===== src/sv/mcfp_pkg.sv =====
// Shared types, byte codes and helpers for the motor command frame parser.
package mcfp_pkg;

	localparam int LINE_MAX_DEF = 32;
	localparam int BYTE_W       = 8;
	localparam int TARGET_W     = 16;
	localparam int CHAR_INDEX_W = 6;

	localparam logic [BYTE_W-1:0] CH_X  = 8'h58;
	localparam logic [BYTE_W-1:0] CH_Y  = 8'h59;
	localparam logic [BYTE_W-1:0] CH_C  = 8'h43;
	localparam logic [BYTE_W-1:0] CH_E  = 8'h45;
	localparam logic [BYTE_W-1:0] CH_L  = 8'h4C;
	localparam logic [BYTE_W-1:0] CH_R  = 8'h52;
	localparam logic [BYTE_W-1:0] CH_LF = 8'h0A;
	localparam logic [BYTE_W-1:0] CH_CR = 8'h0D;
	localparam logic [BYTE_W-1:0] CH_UC_A = 8'h41;
	localparam logic [BYTE_W-1:0] CH_UC_Z = 8'h5A;
	localparam logic [BYTE_W-1:0] CASE_OFFSET = 8'h20;

	typedef enum logic [2:0] {
		KIND_STOP  = 3'd0,
		KIND_LEFT  = 3'd1,
		KIND_RIGHT = 3'd2,
		KIND_CHAR  = 3'd3,
		KIND_EMPTY = 3'd4
	} kind_t;

	typedef struct packed {
		logic  accept;
		logic  clr_fill;
		logic  inc_fill;
		logic  store_frame;
		logic  store_line;
		logic  clr_rd;
		logic  inc_rd;
		logic  rd_en;
		logic  load_res;
		logic  load_char;
		kind_t res_kind;
	} dp_cmd_t;

	typedef struct packed {
		logic is_x;
		logic is_y;
		logic is_c;
		logic is_term;
		logic fill_is3;
		logic line_full;
		logic fill_zero;
		logic rd_last;
		logic out_free;
		logic op_stop;
		logic op_left;
		logic op_right;
	} dp_stat_t;

	function automatic logic [BYTE_W-1:0] to_lower(input logic [BYTE_W-1:0] c);
		logic [BYTE_W-1:0] r;
		r = c;
		if (c >= CH_UC_A && c <= CH_UC_Z) begin
			r = c + CASE_OFFSET;
		end
		return r;
	endfunction

endpackage


===== src/sv/mcfp_ram.sv =====
// Generic single-port-write, registered-read RAM.
module mcfp_ram #(
	parameter int WIDTH = 8,
	parameter int DEPTH = 32
) (
	input  logic                     clk,
	input  logic                     we,
	input  logic [$clog2(DEPTH)-1:0] waddr,
	input  logic [WIDTH-1:0]         wdata,
	input  logic                     re,
	input  logic [$clog2(DEPTH)-1:0] raddr,
	output logic [WIDTH-1:0]         rdata
);

	logic [WIDTH-1:0] mem_q [DEPTH];
	logic [WIDTH-1:0] rdata_q;

	always_ff @(posedge clk) begin
		if (we) begin
			mem_q[waddr] <= wdata;
		end
		if (re) begin
			rdata_q <= mem_q[raddr];
		end
	end

	assign rdata = rdata_q;

endmodule


===== src/sv/mcfp_dp.sv =====
// Datapath: byte classification, counters, frame bytes, line store and result register.
module mcfp_dp
	import mcfp_pkg::*;
#(
	parameter int LINE_MAX = LINE_MAX_DEF
) (
	input  logic                    clk,
	input  logic                    arst_n,
	input  logic [BYTE_W-1:0]       rx_byte,
	input  dp_cmd_t                 cmd,
	output dp_stat_t                stat,
	output logic                    out_valid,
	input  logic                    out_ready,
	output logic [2:0]              kind,
	output logic [TARGET_W-1:0]     target,
	output logic [BYTE_W-1:0]       line_char,
	output logic [CHAR_INDEX_W-1:0] char_index,
	output logic                    last
);

	localparam int FILL_W = $clog2(LINE_MAX);

	logic [FILL_W-1:0]       fill_q;
	logic [FILL_W-1:0]       rd_idx_q;
	logic [BYTE_W-1:0]       op_q;
	logic [BYTE_W-1:0]       tgt_hi_q;
	logic [BYTE_W-1:0]       tgt_lo_q;
	logic                    out_valid_q;
	kind_t                   kind_q;
	logic [TARGET_W-1:0]     target_q;
	logic [BYTE_W-1:0]       line_char_q;
	logic [CHAR_INDEX_W-1:0] char_index_q;
	logic                    last_q;
	logic [BYTE_W-1:0]       ram_rdata;

	mcfp_ram #(
		.WIDTH(BYTE_W),
		.DEPTH(LINE_MAX)
	) u_line_store (
		.clk  (clk),
		.we   (cmd.store_line),
		.waddr(fill_q),
		.wdata(rx_byte),
		.re   (cmd.rd_en),
		.raddr(rd_idx_q),
		.rdata(ram_rdata)
	);

	always_comb begin
		stat.is_x      = (rx_byte == CH_X);
		stat.is_y      = (rx_byte == CH_Y);
		stat.is_c      = (rx_byte == CH_C);
		stat.is_term   = (rx_byte == CH_LF) || (rx_byte == CH_CR);
		stat.fill_is3  = (fill_q == FILL_W'(3));
		stat.line_full = (fill_q >= FILL_W'(LINE_MAX - 1));
		stat.fill_zero = (fill_q == '0);
		stat.rd_last   = (rd_idx_q == (fill_q - FILL_W'(1)));
		stat.out_free  = !out_valid_q || out_ready;
		stat.op_stop   = (op_q == CH_E);
		stat.op_left   = (op_q == CH_L);
		stat.op_right  = (op_q == CH_R);
	end

	always_ff @(posedge clk or negedge arst_n) begin
		if (!arst_n) begin
			fill_q      <= '0;
			rd_idx_q    <= '0;
			out_valid_q <= 1'b0;
		end else begin
			if (cmd.clr_fill) begin
				fill_q <= '0;
			end else if (cmd.inc_fill) begin
				fill_q <= fill_q + FILL_W'(1);
			end
			if (cmd.clr_rd) begin
				rd_idx_q <= '0;
			end else if (cmd.inc_rd) begin
				rd_idx_q <= rd_idx_q + FILL_W'(1);
			end
			if (cmd.load_res || cmd.load_char) begin
				out_valid_q <= 1'b1;
			end else if (out_ready) begin
				out_valid_q <= 1'b0;
			end
		end
	end

	always_ff @(posedge clk) begin
		if (cmd.store_frame) begin
			case (fill_q[1:0])
				2'd0:    op_q     <= rx_byte;
				2'd1:    tgt_hi_q <= rx_byte;
				default: tgt_lo_q <= rx_byte;
			endcase
		end
		if (cmd.load_res) begin
			kind_q       <= cmd.res_kind;
			target_q     <= (cmd.res_kind == KIND_LEFT || cmd.res_kind == KIND_RIGHT) ?
			                {tgt_hi_q, tgt_lo_q} : '0;
			line_char_q  <= '0;
			char_index_q <= '0;
			last_q       <= 1'b1;
		end else if (cmd.load_char) begin
			kind_q       <= KIND_CHAR;
			target_q     <= '0;
			line_char_q  <= to_lower(ram_rdata);
			char_index_q <= CHAR_INDEX_W'(rd_idx_q);
			last_q       <= stat.rd_last;
		end
	end

	assign out_valid  = out_valid_q;
	assign kind       = kind_q;
	assign target     = target_q;
	assign line_char  = line_char_q;
	assign char_index = char_index_q;
	assign last       = last_q;

	a_single_load: assert property (@(posedge clk) disable iff (!arst_n)
		!(cmd.load_res && cmd.load_char))
		else $error("result and line byte loaded together");

	a_load_when_free: assert property (@(posedge clk) disable iff (!arst_n)
		(cmd.load_res || cmd.load_char) |-> stat.out_free)
		else $error("result register overwritten");

	a_store_in_range: assert property (@(posedge clk) disable iff (!arst_n)
		cmd.store_line |-> !stat.line_full)
		else $error("line store written past its limit");

	a_index_in_range: assert property (@(posedge clk) disable iff (!arst_n)
		(out_valid_q && kind_q == KIND_CHAR) |->
		(char_index_q < CHAR_INDEX_W'(LINE_MAX - 1)))
		else $error("line byte index out of range");

	a_single_last: assert property (@(posedge clk) disable iff (!arst_n)
		(out_valid_q && kind_q != KIND_CHAR) |-> last_q)
		else $error("single result without last");

endmodule


===== src/sv/mcfp_ctrl.sv =====
// Controller: start-byte hunt, frame and line collection, line drain sequencing.
module mcfp_ctrl
	import mcfp_pkg::*;
(
	input  logic     clk,
	input  logic     arst_n,
	input  logic     in_valid,
	output logic     in_ready,
	input  dp_stat_t stat,
	output dp_cmd_t  cmd
);

	typedef enum logic [2:0] {
		S_IDLE,
		S_SHORT,
		S_LINE,
		S_RD,
		S_LOAD
	} state_t;

	state_t state_q;
	state_t state_d;

	always_comb begin
		in_ready = (state_q == S_IDLE || state_q == S_SHORT || state_q == S_LINE) &&
		           stat.out_free;
		cmd          = '0;
		cmd.res_kind = KIND_STOP;
		cmd.accept   = in_valid && in_ready;
		state_d      = state_q;
		unique case (state_q)
			S_IDLE: begin
				if (cmd.accept) begin
					cmd.clr_fill = 1'b1;
					if (stat.is_x) begin
						state_d = S_SHORT;
					end else if (stat.is_y) begin
						state_d = S_LINE;
					end
				end
			end
			S_SHORT: begin
				if (cmd.accept) begin
					if (stat.fill_is3) begin
						cmd.clr_fill = 1'b1;
						state_d      = S_IDLE;
						if (stat.is_c) begin
							if (stat.op_stop) begin
								cmd.load_res = 1'b1;
								cmd.res_kind = KIND_STOP;
							end else if (stat.op_left) begin
								cmd.load_res = 1'b1;
								cmd.res_kind = KIND_LEFT;
							end else if (stat.op_right) begin
								cmd.load_res = 1'b1;
								cmd.res_kind = KIND_RIGHT;
							end
						end
					end else begin
						cmd.store_frame = 1'b1;
						cmd.inc_fill    = 1'b1;
					end
				end
			end
			S_LINE: begin
				if (cmd.accept) begin
					if (stat.line_full) begin
						cmd.clr_fill = 1'b1;
						state_d      = S_IDLE;
					end else if (stat.is_term) begin
						if (stat.fill_zero) begin
							cmd.load_res = 1'b1;
							cmd.res_kind = KIND_EMPTY;
							state_d      = S_IDLE;
						end else begin
							cmd.clr_rd = 1'b1;
							state_d    = S_RD;
						end
					end else begin
						cmd.store_line = 1'b1;
						cmd.inc_fill   = 1'b1;
					end
				end
			end
			S_RD: begin
				cmd.rd_en = 1'b1;
				state_d   = S_LOAD;
			end
			S_LOAD: begin
				if (stat.out_free) begin
					cmd.load_char = 1'b1;
					if (stat.rd_last) begin
						cmd.clr_fill = 1'b1;
						state_d      = S_IDLE;
					end else begin
						cmd.inc_rd = 1'b1;
						state_d    = S_RD;
					end
				end
			end
			default: begin
				state_d = S_IDLE;
			end
		endcase
	end

	always_ff @(posedge clk or negedge arst_n) begin
		if (!arst_n) begin
			state_q <= S_IDLE;
		end else begin
			state_q <= state_d;
		end
	end

	a_no_input_in_drain: assert property (@(posedge clk) disable iff (!arst_n)
		(state_q == S_RD || state_q == S_LOAD) |-> !in_ready)
		else $error("input taken during line drain");

	a_read_then_load: assert property (@(posedge clk) disable iff (!arst_n)
		cmd.rd_en |=> (state_q == S_LOAD))
		else $error("line store read not followed by load");

	a_drain_from_line: assert property (@(posedge clk) disable iff (!arst_n)
		$rose(state_q == S_RD) && $past(state_q == S_LINE) |-> $past(stat.is_term))
		else $error("drain started without terminator");

endmodule


===== src/sv/motor_command_frame_parser.sv =====
// Top level of the motor command frame parser.
// Takes one received byte per item and returns command results. A byte is taken when offered
// while a start byte is hunted or a frame or line is collected; 'X' opens a frame of four more
// bytes whose last byte must be 'C', 'Y' opens a text line ended by CR or LF. A terminator after a
// non-empty line starts a drain of the line store in which each stored byte is read through the
// store's registered read port and then loaded into the result register, a load waiting until
// that register is free; no byte is taken during the drain. The result register holds one item; a
// new byte is taken only when that register is empty or being emptied in the same cycle.
module motor_command_frame_parser
	import mcfp_pkg::*;
#(
	parameter int LINE_MAX = LINE_MAX_DEF
) (
	input  logic                    clk,
	input  logic                    arst_n,
	input  logic                    in_valid,
	output logic                    in_ready,
	input  logic [BYTE_W-1:0]       rx_byte,
	output logic                    out_valid,
	input  logic                    out_ready,
	output logic [2:0]              kind,
	output logic [TARGET_W-1:0]     target,
	output logic [BYTE_W-1:0]       line_char,
	output logic [CHAR_INDEX_W-1:0] char_index,
	output logic                    last
);

	dp_cmd_t  cmd;
	dp_stat_t stat;

	mcfp_ctrl u_ctrl (
		.clk     (clk),
		.arst_n  (arst_n),
		.in_valid(in_valid),
		.in_ready(in_ready),
		.stat    (stat),
		.cmd     (cmd)
	);

	mcfp_dp #(
		.LINE_MAX(LINE_MAX)
	) u_dp (
		.clk       (clk),
		.arst_n    (arst_n),
		.rx_byte   (rx_byte),
		.cmd       (cmd),
		.stat      (stat),
		.out_valid (out_valid),
		.out_ready (out_ready),
		.kind      (kind),
		.target    (target),
		.line_char (line_char),
		.char_index(char_index),
		.last      (last)
	);

endmodule


===== config.mk =====
export PLATFORM = sky130hd
export DESIGN_NAME = motor_command_frame_parser
export DESIGN_NICKNAME = d
export VERILOG_FILES = /design/src/sv/mcfp_pkg.sv /design/src/sv/mcfp_ram.sv /design/src/sv/mcfp_dp.sv /design/src/sv/mcfp_ctrl.sv /design/src/sv/motor_command_frame_parser.sv
export SDC_FILE = /design/constraint.sdc
export NUM_CORES = 1
export LEC_CHECK = 0
export BUFFER_PORTS_ARGS = -buffer_cell sky130_fd_sc_hd__buf_4
export CAP_MARGIN = 20
export CORE_MARGIN = 1.5
export CORE_UTILIZATION = 45
export CTS_BUF_LIST = sky130_fd_sc_hd__clkbuf_4
export CTS_CLUSTER_DIAMETER = 60
export DETAILED_ROUTE_END_ITERATION = 7
export PLACE_DENSITY = 0.62
export SKIP_CTS_REPAIR_TIMING = 1
export SLEW_MARGIN = 20
export SYNTH_ARGS = -nofsm -noshare
export SYNTH_HDL_FRONTEND = slang
export SYNTH_SLANG_ARGS = --single-unit

===== constraint.sdc =====
create_clock -name clk -period 3.1 [get_ports clk]
set_input_delay 0.62 -clock clk [delete_from_list [all_inputs] [get_ports clk]]
set_output_delay 0.62 -clock clk [all_outputs]
set_load 0.01 [all_outputs]

==> results.ini, run 1 <==
[floorplanning]
design.core.area_um2 = 29000
core.rowCount = 62
fp.dieH_um = 176
initial_utilization_pct = 46.2
io_pins = 48
die-area_um2 = 30800
die_x_um = 176

[sta]
slew_viol_final = 0
min_period_over_period_pct = 90.9
final-hold-violation-count = 0
skew_ps = 25.2
fin_tns_setup_ps = 0
rsz0062_at_grt = false
setup_viol = 0
slew_headroom_pct = 51.6
worst_pin_slew_ps = 727
min_period_ps = 2820
fmax_mhz = 355

[pwr]
p_leak_nw = 5.28
power_frac_clock_pct = 41.8
pwr-share-comb_pct = 3.3
seqPwrFrac_pct = 54.9
switchingPower_w = 0.00190
p_int_w = 0.00712
power.density_nw_per_um2 = 575
ir_drop_mv = 0.264
sw_frac_of_total_pct = 21.1

[drt]
ant_nets = 0
wl_per_cell_um = 21.9
wl_um = 28500
drc = 0
firstDrtPassIters = 4
vias_per_cell = 5.48
vias = 7129
drtIter0Drc = 526

[place]
portBuffers = 46
dp_hpwl_um = 18700
place_congestion = 0.847
placed_cells = 1150

[clocking]
cts_sinks = 335
cts-root-buf = clkbuf_4
cts_tree = done
clk_latency_ps = 690
cts_buffers = 83
clkSlewWorstSetupHoldPaths_ps = 60
htree_levels = 3
cts_buffer_depth = 3

[critical_path]
reg2reg_setup_slack_ps = 280
arrival_ps = 3180
cpMaxStageDelayCell = dfrtp_1
path_max_fanout = 8
max_stage_delay_ps = 470
worstPathRequired_ps = 3460
crit_type = flip-flop to flip-flop
rr_endpoint = u_dp.u_line_store.mem_q[2][1]
cp-start-kind = flip-flop
cp_cell_sequence = ha_1 -> and3_1 -> ha_1 -> nor4b_2 -> o21ai_0 -> nor3_1 -> buf_4 -> nand2_2 -> nor2_1 -> buf_4
timing.rr.start = u_dp.fill_q[0]
crit_path_end_kind = flip-flop
rr_worst_depth = 10

[synth]
synth_area_leader_cell = edfxtp_1
synthFlopType = edfxtp_1
ys_seq_elements = 335
synth_edf_count = 307
yosysWarnings = 0
synth_top_area_share_pct = 68.8
synth-compound-area-share_pct = 2.31
synth_top_family_by_area = multiplexers
ys_async_sr_fraction_pct = 4.18
synthCells = 694
yosys.area_share.simple_pct = 6.13
ys_types = 58
synth_fa_ha_area_share_pct = 0.747
syn_area_per_cell_um2 = 19.3
syn_nets = 714
synth_area_leaders = edfxtp_1 (69%), mux4_2 (13%), dfrtp_1 (2.6%)
synth.cell_area_um2 = 13400
yosysSeqAreaShare_pct = 73.5
synth_xor_area_share_pct = 0.654
muxShareOfSynthArea_pct = 15.2

[finish]
layout_commonest_cell = edfxtp_1
areaGrowthSynthToFinish_pct = 17.3
drive_gt1_share_pct = 38.0
final_cells = 1302
mostFrequentLayoutCells = edfxtp_1 (307), clkbuf_4 (122), buf_4 (104)
num-nets-final = 872

[grt]
antenna_found_initial = 1
grt_pass1_vias = 7352
grt_pass1_wl_um = 43700
grt_usage_pct = 19.3
grt_max_degree = 70
grt.overflow.total = 0

[min_path]
hold_class = input pin to flip-flop
min_to = u_dp.op_q[6]
worstHoldPathCells = 1
hold_path_startpoint = rx_byte[6]

[run_status]
status = completed

[run]
maxCapViolations = 0

[layer usage]
layer	global-route usage, %	vias up	wire [um]	part of all wire (%)
met5	0	-	0	0
met4	5.91	0	493	1.7
met3	4.50	41	1620	5.7
met2	30.8	246	13800	48
met1	26.5	3666	12600	44
li1	-	3176	-	-
[cell usage after synthesis (3+ instances only)]
master    instances
edfxtp_1        307
mux4_2           80
nor2_1           55
nand2_1          26
clkbuf_1         19
and2_1           18
dfrtp_1          14
dfxtp_1          14
mux2i_1          14
o21ai_0          12
nand3_1          11
buf_2            10
a21oi_1           8
ha_1              8
mux2_2            8
xnor2_1           6
nand4b_1          5
inv_1             4
nand4_1           4
nor3_1            4
o22ai_1           4
xor2_1            4
a211oi_1          3
buf_6             3
nand2b_1          3
nand3b_1          3
nor3b_1           3
or3b_2            3
[sequential cells by signal, summed over array words and instances (netlist names)]
register	flops
u_dp.rd_idx_q	5
u_dp.out_valid	1
u_dp.u_line_store.rdata	8
u_dp.u_line_store.mem_q	256
u_dp.char_index	5
u_dp.op_q	8
u_dp.fill_q	5
u_dp.kind	3
u_dp.target	16
u_dp.line_char	8
u_dp.last	1
u_ctrl.state_q	3
u_dp.tgt_hi_q	8
u_dp.tgt_lo_q	8
[cell families (layout without fill, tap and decap cells)]
kind of cell	after synthesis	count (layout)
DFF	335	335
adders and majority gates	8	8
other	1	3
and+or+nand+nor	154	154
buffers and inverters	40	262
xor gates and xnor gates	10	10
AOI/OAI and AO/OA	44	44
muxes	102	102
[worst max path at each step]
| stage | start | to |
|---|---|---|
| 2_1_floorplan | u_dp.fill_q[0] | u_dp.u_line_store.mem_q[3][0] |
| 3_3_place_gp | u_dp.fill_q[0] | u_dp.u_line_store.mem_q[2][4] |
| 3_5_place_dp | u_dp.fill_q[0] | u_dp.u_line_store.mem_q[1][4] |
| 4_1_cts | u_dp.fill_q[0] | u_dp.u_line_store.mem_q[2][7] |
| 5_1_grt | u_dp.fill_q[0] | u_dp.u_line_store.mem_q[14][6] |
| 6_report | u_dp.fill_q[0] | u_dp.u_line_store.mem_q[2][1] |
[worst max-delay path: cells and delay by family, from the launching register on]
family,cells,cell delay (ps)
AO/OA/AOI/OAI,1,170
adder cells (fa/ha/maj),2,470
buffers and inverters,2,370
flip-flops,1,470
AND/OR/NAND/NOR,5,1040
[layout make-up]
type / count / area, um2
Timing Repair Buffer: 109 / 871
Fill cell: 2267 / 13300
Clock inverter: 27 / 196
Inverter: 4 / 15.0
Clock buffer: 122 / 916
Multi-Input combinational cell: 319 / 3370
Tap cell: 384 / 480
Antenna cell: 2 / 5.00
Sequential cell: 335 / 9850
[stage by stage]
step	setup slack, ps	total power (W)	hold slack [ps]	cell area [um2]	utilization, %
2_1_floorplan	169	0.00520	324	13400	-
3_5_place_dp	110	0.00535	482	14600	50.2
3_3_place_gp	105	0.00534	445	14600	50.2
5_1_grt	115	0.00939	109	15700	54.1
4_1_cts	82.9	0.00913	-256	15700	54.0
6_report	281	0.00902	199	15700	54.1
[power groups by stage]
stage / Clock (W) / Combinational [W] / Sequential (W)
floorplan: 0 / 0.000155 / 0.00504
detailed placement: 0 / 0.000301 / 0.00505
global route: 0.00411 / 0.000324 / 0.00496
global placement: 0 / 0.000293 / 0.00505
CTS: 0.00387 / 0.000302 / 0.00496
finish: 0.00377 / 0.000300 / 0.00496
Note: power is estimated with default switching activity, not from simulation.
==> run 2: changes to the inputs <==
--- a/config.mk
+++ b/config.mk
@@ -8,11 +8,11 @@
 export BUFFER_PORTS_ARGS = -buffer_cell sky130_fd_sc_hd__buf_4
 export CAP_MARGIN = 20
 export CORE_MARGIN = 1.5
-export CORE_UTILIZATION = 45
+export CORE_UTILIZATION = 58
 export CTS_BUF_LIST = sky130_fd_sc_hd__clkbuf_4
 export CTS_CLUSTER_DIAMETER = 60
 export DETAILED_ROUTE_END_ITERATION = 7
-export PLACE_DENSITY = 0.62
+export PLACE_DENSITY = 0.77
 export SKIP_CTS_REPAIR_TIMING = 1
 export SLEW_MARGIN = 20
 export SYNTH_ARGS = -nofsm -noshare
==> run 2 against run 1 <==
Compared with the run above:
- critical path depth is 1 higher
- highest routed layer unchanged
- combinational power increased by 3%
- die area fell by 22%
- largest cell class unchanged
- critical path type unchanged
- wire length increased by 4.4%
- largest power group unchanged
==> results.ini, run 2 (same netlist as run 1, synthesis figures left out) <==
[run_status]
status = completed

[drt]
vias_per_cell = 6.23
wl_met3_um = 2730
drc = 0
met1_length_um = 11900
wl_um = 29800
dr_wl_met2_um = 14200
topRoutingLayerUsed = met4
firstDrtPassIters = 7
ant_nets = 0
drtIter0Drc = 944
wl_per_cell_um = 24.8
vias = 7468

[clocking]
clkSlewWorstSetupHoldPaths_ps = 70
cts_buffers = 80
cts_sinks = 335
cts_tree = done
cts_buffer_depth = 3
htree_levels = 3
cts-root-buf = clkbuf_4
clk_latency_ps = 690

[floorplanning]
die_x_um = 155
design.core.area_um2 = 22600
initial_utilization_pct = 59.2
core.rowCount = 55
io_pins = 48
fp.dieH_um = 155
die-area_um2 = 24000

[min_path]
worstHoldPathCells = 1
hold_class = input pin to flip-flop
min_to = u_dp.u_line_store.mem_q[16][6]
hold_path_startpoint = rx_byte[6]

[critical_path]
crit_type = flip-flop to flip-flop
crit_path_end_kind = flip-flop
arrival_ps = 3340
rr_endpoint = u_dp.u_line_store.mem_q[4][5]
rr_worst_depth = 11
cp_cell_sequence = ha_1 -> and3_1 -> ha_1 -> nor4b_4 -> o21ai_1 -> nor3_1 -> buf_4 -> nand2_1 -> buf_4 -> nor2_1 -> buf_4
startpoint = u_dp.fill_q[0]
timing.rr.start = u_dp.fill_q[0]
crit_top_cell = buf_4
cp-start-kind = flip-flop
path_max_fanout = 8
cpMaxStageDelayCell = dfrtp_1
worstPathRequired_ps = 3470
reg2reg_setup_slack_ps = 130
max_stage_delay_ps = 390

[sta]
fin_ws_ps = 132
min_period_over_period_pct = 95.7
skew_ps = 51.4
slew_viol_final = 0
final-hold-violation-count = 0
rsz0062_at_grt = false
min_period_ps = 2970
setup_viol = 0
fin_tns_setup_ps = 0
worst_pin_slew_ps = 688
fmax_mhz = 337
slew_headroom_pct = 54.0

[finish]
num-nets-final = 869
largest-register = u_dp.u_line_store.mem_q
largest_register_ffs = 256
final_area_um2 = 15600
drive_gt1_share_pct = 37.6
mostFrequentLayoutCells = edfxtp_1 (307), clkbuf_4 (118), buf_4 (103)
layout_commonest_cell = edfxtp_1
areaGrowthSynthToFinish_pct = 16.1

[place]
placed_cell_area_um2 = 14500
pre_cts_ws_ps = -101
portBuffers = 46
place_congestion = 0.829
dp_hpwl_um = 19200

[pwr]
power.density_nw_per_um2 = 570
ir_drop_mv = 0.223
p_leak_nw = 5.24

[grt]
grt_usage_pct = 25.9
grt_max_degree = 57
grt.overflow.total = 0
antenna_found_initial = 1
grt_pass1_vias = 7449
grt_pass1_wl_um = 44900

[run]
maxCapViolations = 0

## run 2: cell types whose count changed in the layout (fill, tap and decap cells not counted), sizes merged
cell      before  now
bufinv         3    2
clkbuf       122  118
clkinv        19   24
clkinvlp       2    0
diode          2    1
inv            7    6
## run 2: worst max-delay path, delay by kind of cell (launching register included)
family / cells / cell delay [ps]
AOI/OAI and AO/OA: 1 / 130
adders and majority gates: 2 / 460
buffers and inverters: 3 / 610
DFF: 1 / 390
and+or+nand+nor: 5 / 1060
## run 2: worst max path at each step
stage                                           to  cells past startpoint
finish               u_dp.u_line_store.mem_q[4][5]                     11
global route         u_dp.u_line_store.mem_q[8][6]                      9
CTS                  u_dp.u_line_store.mem_q[9][7]                      9
detailed placement   u_dp.u_line_store.mem_q[9][5]                      9
global placement    u_dp.u_line_store.mem_q[13][1]                      9
floorplan            u_dp.u_line_store.mem_q[3][0]                      6
## run 2: through the flow
step	util, %	hold WS [ps]	cells	total power [W]
6_report	68.7	204	1199	0.00886
2_1_floorplan	-	324	694	0.00520
4_1_cts	68.5	-265	1197	0.00893
3_3_place_gp	63.8	446	1051	0.00535
5_1_grt	68.7	180	1199	0.00917
3_5_place_dp	63.8	461	1051	0.00536
## run 2: cell type report
| class | instances | area, um2 |
|---|---|---|
| tap | 285 | 357 |
| antenna | 1 | 2.50 |
| inverter | 4 | 15.0 |
| clock buffer | 118 | 886 |
| clock inverter | 28 | 166 |
| fill | 1393 | 7090 |
| timing repair buffer | 109 | 883 |
| sequential | 335 | 9850 |
| multi-input combinational | 319 | 3390 |
## run 2: power breakdown
part	internal [W]	switching, W
sequential	0.00494	0.0000170
combinational	0.000119	0.000190
clock	0.00192	0.00168
total	0.00698	0.00188
## run 2: per-layer routing
layer	track usage [%]	up-vias
li1	-	3176
met1	36.3	3775
met2	39.9	451
met3	5.60	66
met4	11.1	0
met5	0	-
